==> config.mk <==
export PLATFORM = sky130hd
export DESIGN_NAME = pfhm_bucket_mod
export DESIGN_NICKNAME = d
export VERILOG_FILES = /design/src/sv/pfhm_pkg.sv /design/src/sv/pfhm_bucket_mod.sv
export SDC_FILE = /design/constraint.sdc
export NUM_CORES = 1
export LEC_CHECK = 0
export ABC_AREA = 1
export BUFFER_PORTS_ARGS = -buffer_cell sky130_fd_sc_hd__clkbuf_2
export CORE_AREA = 10 10 47 49
export DETAILED_ROUTE_END_ITERATION = 6
export DIE_AREA = 0 0 57 59
export GPL_ROUTABILITY_DRIVEN = 0
export PLACE_DENSITY_LB_ADDON = 0.2
export SLEW_MARGIN = 20
export SYNTH_ARGS = -nofsm -noshare
export SYNTH_HDL_FRONTEND = slang
export SYNTH_SLANG_ARGS = --single-unit
==> constraint.sdc <==
create_clock -name i_clk -period 0.95 [get_ports i_clk]
set_input_delay 0.095 -clock i_clk [delete_from_list [all_inputs] [get_ports i_clk]]
set_output_delay 0.095 -clock i_clk [all_outputs]
set_load 0.01 [all_outputs]
==> src/sv/pfhm_pkg.sv <==
package pfhm_pkg;

    localparam int FRAMES      = 1024;
    localparam int FRAME_W     = 10;
    localparam int PTR_W       = FRAME_W + 1;
    localparam int PAGE_W      = 31;
    localparam int DEF_BUCKETS = 1024;

    localparam logic [PTR_W-1:0] NIL = PTR_W'(FRAMES);

    typedef enum logic [1:0] {
        CMD_LOOKUP = 2'd0,
        CMD_INSERT = 2'd1,
        CMD_REMOVE = 2'd2
    } t_cmd;

    localparam logic [1:0] ST_OK       = 2'd0;
    localparam logic [1:0] ST_MISS     = 2'd1;
    localparam logic [1:0] ST_OCCUPIED = 2'd2;

endpackage

==> src/sv/pfhm_bucket_mod.sv <==
module pfhm_bucket_mod
    import pfhm_pkg::*;
#(
    parameter int BUCKETS = DEF_BUCKETS
) (
    input  logic                       i_clk,
    input  logic                       i_rst_n,
    input  logic                       i_start,
    input  logic [PAGE_W-1:0]          i_page,
    output logic                       o_done,
    output logic [$clog2(BUCKETS)-1:0] o_bucket
);

    localparam int          BW      = $clog2(BUCKETS);
    localparam bit          IS_POW2 = (BUCKETS == (1 << BW));
    localparam int          SH      = PAGE_W + BW;
    localparam int          PW      = PAGE_W + 32;
    localparam int          QW      = PW - SH;
    localparam logic [63:0] RECIP64 =
        ((64'd1 << SH) + 64'(BUCKETS) - 64'd1) / 64'(BUCKETS);
    localparam logic [31:0] RECIP   = RECIP64[31:0];

    logic              r_s1;
    logic              r_s2;
    logic              r_done;
    logic [PAGE_W-1:0] r_page;
    logic [QW-1:0]     r_quo;
    logic [BW-1:0]     r_rem;
    logic [PW-1:0]     w_prod;
    logic [PAGE_W-1:0] w_back;
    logic [PAGE_W-1:0] w_diff;

    // quotient by reciprocal multiply, then take the remainder
    assign w_prod = PW'(r_page) * PW'(RECIP);
    assign w_back = PAGE_W'(r_quo) * PAGE_W'(BUCKETS);
    assign w_diff = r_page - w_back;

    always_ff @(posedge i_clk) begin
        if (!i_rst_n) begin
            r_s1   <= 1'b0;
            r_s2   <= 1'b0;
            r_done <= 1'b0;
        end else begin
            r_s1   <= i_start && !IS_POW2;
            r_s2   <= r_s1;
            r_done <= (i_start && IS_POW2) || r_s2;
            if (i_start) begin
                r_page <= i_page;
                if (IS_POW2) begin
                    r_rem <= i_page[BW-1:0];
                end
            end
            if (r_s1) begin
                r_quo <= w_prod[PW-1:SH];
            end
            if (r_s2) begin
                r_rem <= w_diff[BW-1:0];
            end
        end
    end

    assign o_done   = r_done;
    assign o_bucket = r_rem;

endmodule

---- Word level (Yosys, flattened, before mapping) ----
Cells that the tools add are included.
storage, ports and cells
  output and inout bits ................... 11
  input bits .............................. 34
  flip-flop bits (word level) ............. 11
operators by class
  multiplexer cells ....................... 1
  reductions and logical operators ........ 1
operators by type and width
  operator           number
  $mux W10           1
  $reduce_and A2 Y1  1

---- Depth between registers and ports, before layout ----
  word-level depth ........................ 1
  mapped depth ............................ 2
  gate-level depth less buffers ........... 2

---- Worst setup path after synthesis ----
No wires, ideal clock.
  path type ............................... input port to flip-flop
  from .................................... in i_rst_n
  to ...................................... reg r_rem[0], in the netlist o_bucket[0], enable pin
  data required time ...................... 0.616 ns
  path slack .............................. 0.254 ns
  buffers on the path ..................... 0
  arrival time ............................ 0.362 ns
  stages .................................. 2
  cell sequence ........................... nand2_1 inv_1
on the way
  longest elaborated chain between the ends .. 1
ends and longest elaborated chain
  element                      line                   source
  start, declared              pfhm_bucket_mod.sv:7   input logic i_rst_n,
  $reduce_and A2 Y1 (no line)  n/a
  end signal, assigned         pfhm_bucket_mod.sv:50  r_rem <= i_page[BW-1:0];
  end signal, assigned         pfhm_bucket_mod.sv:57  r_rem <= w_diff[BW-1:0];
  end, declared                pfhm_bucket_mod.sv:28  logic [BW-1:0] r_rem;
Every way passes these cells.
A chain may end at the register's enable or synchronous reset.

---- Final worst setup path ----
  from .................................... reg r_rem[5], in the netlist o_bucket[5]
  to ...................................... out o_bucket[5]
RTL lines
  element        line                   source
  end, declared  pfhm_bucket_mod.sv:11  output logic [$clog2(BUCKETS)-1:0] o_bucket
No word-level cell between the ends.

==> out/metrics.cfg <==
[floorplanning]
row_count=14
io_pins=45
die_w_um=57
die_y_um=59
core_um2=1400
die_area_um2=3360
start_util=0.237

[synthesis]
synth_nets=48
syn_inst=14
synth_cell_types=4
seq_area_frac_synth=0.966
ys.flop_type=edfxtp_1
netlist_area_um2=332
ys_top_cells_by_count=edfxtp_1 (10), inv_1 (2), dfxtp_1 (1), nand2_1 (1)
async_reset_ff_frac=0
synth_edf_count=10
avgSynthCellArea_um2=23.7
yosys_warnings=0
synthMostInstantiatedCell=edfxtp_1
synth-seq-cells=11
synth_top_area_frac=0.906
post-synth-top-area-cell=edfxtp_1
ys_top_cells_by_area=edfxtp_1 (91%), dfxtp_1 (6.0%), inv_1 (2.3%), nand2_1 (1.1%)

[sta]
final.period_utilization=0.911
rsz0062_at_grt=no
worst_pin_slew_ps=89.5
hold_viol_final=0
timing.fmax_mhz=1160
setup_violations=0
post-route-min-period_ps=865
fin_setup_tns_ps=0
report.final.slew_viol_count=0
slew_headroom=0.940

[power]
p_per_area_nw_per_um2=1690
p_leak_nw=0.269
peakVddDrop_uv=664
power_uw=986

[clocking]
cts_tree=built
post_cts_resized=0
post_cts_buffers=0
cts_buffer_depth=2
cts_made_buffers=3
cts_root_buffer=clkbuf_4
clkSinkCount=11
h-tree-depth=1
path_clk_slew_ps=60

[layout]
fin_area_um2=583
nNetsFinal=84
syn2layout_area_growth_pct=75.8
drive_above_1_share=0.551
final_util=0.416
antenna_cells=0

[routing]
finalWirelength_um=806
viasPerCell=3.82
routed-via-count=248
drc=0
ant_nets=0
wl_per_cell_um=12.4
dr.pass1.iters=2
drtIter0Drc=4

[grt]
grt-ovfl-total=0
grt_first_pass_wirelength_mm=1.23
grt_pass1_vias=263
grt_max_degree=11
antenna_found_initial=0
grt_usage=0.0494

[place]
postPlaceCellArea_um2=487
io_buffers=23

[setup_path]
slowest_stage=edfxtp_1
critical_path.max_fanout=1
slowest_delay_ps=370
cp.required_ps=850
cp-start-kind=flop
cp_top_family=flip-flops
worstPathCellList=clkbuf_2
cp.arrival_ps=770
endpoint_kind=output pin
worst-setup-path-type=flop to output pin
path_buf_inv=1

[hold_path]
hold_path.class=primary input to flop

[run]
drv_cap=0

[run_status]
status=completed

==> flip-flops by register name, summed over array words and instances, names as in the netlist <==
register / flops
o_done: 1
o_bucket: 10
==> layer usage <==
metal / vias to the layer above / track usage / part of all wire
li1: 119 / - / -
met1: 117 / 0.0356 / 0.33
met2: 12 / 0.0822 / 0.54
met3: 0 / 0.0343 / 0.13
met4: 0 / 0.0503 / 0
met5: - / 0 / 0
==> logic make-up after synthesis <==
group,Yosys count,synth area share
buffers and inverters,2,0.0226
flip-flops,11,0.966
AND/OR/NAND/NOR,1,0.0113
==> worst paths after layout <==
path	from	to	slack (ps)	cells past startpoint
setup / recovery	o_bucket[5]	o_bucket[5]	80	1
hold / removal	i_page[0]	o_bucket[0]	10	1
==> power breakdown <==
group / internal, mW / leakage [nW] / switching (mW)
sequential: 0.563 / 0.102 / 0.00756
clock: 0.162 / 0.0150 / 0.142
combinational: 0.0640 / 0.152 / 0.0477
==> final cells by class <==
cell class,instances,area (um^2)
clock buffer,4,26.3
fill,140,818
inverter,2,7.51
multi-input combinational,1,3.75
sequential,11,320
tap,16,20.0
timing repair buffer,31,205
==> stage by stage <==
step / hold WS, ps / worst slack [ps] / cells
floorplan: 194 / 254 / 14
CTS: 1.44 / 68.9 / 63
global placement: 272 / 211 / 54
finish: 10.3 / 84.7 / 65
detailed placement: 274 / 187 / 54
global route: 0.0819 / 46.8 / 65
==> cell usage in the layout (no fill, tap or decap) <==
cell type / Yosys / final
clkbuf_2: 0 / 23
edfxtp_1: 10 / 10
dlygate4sd3_1: 0 / 7
clkbuf_4: 0 / 3
inv_1: 2 / 2
nand2_1: 1 / 1
clkbuf_1: 0 / 1
dfxtp_1: 1 / 1
buf_12: 0 / 1
==> timing repair <==
item                       in CTS  in global routing
setup endpoints to repair       0                  0
hold buffers                    5                  2
hold endpoints to repair        5                  2
(Power assumes the default switching activity.)
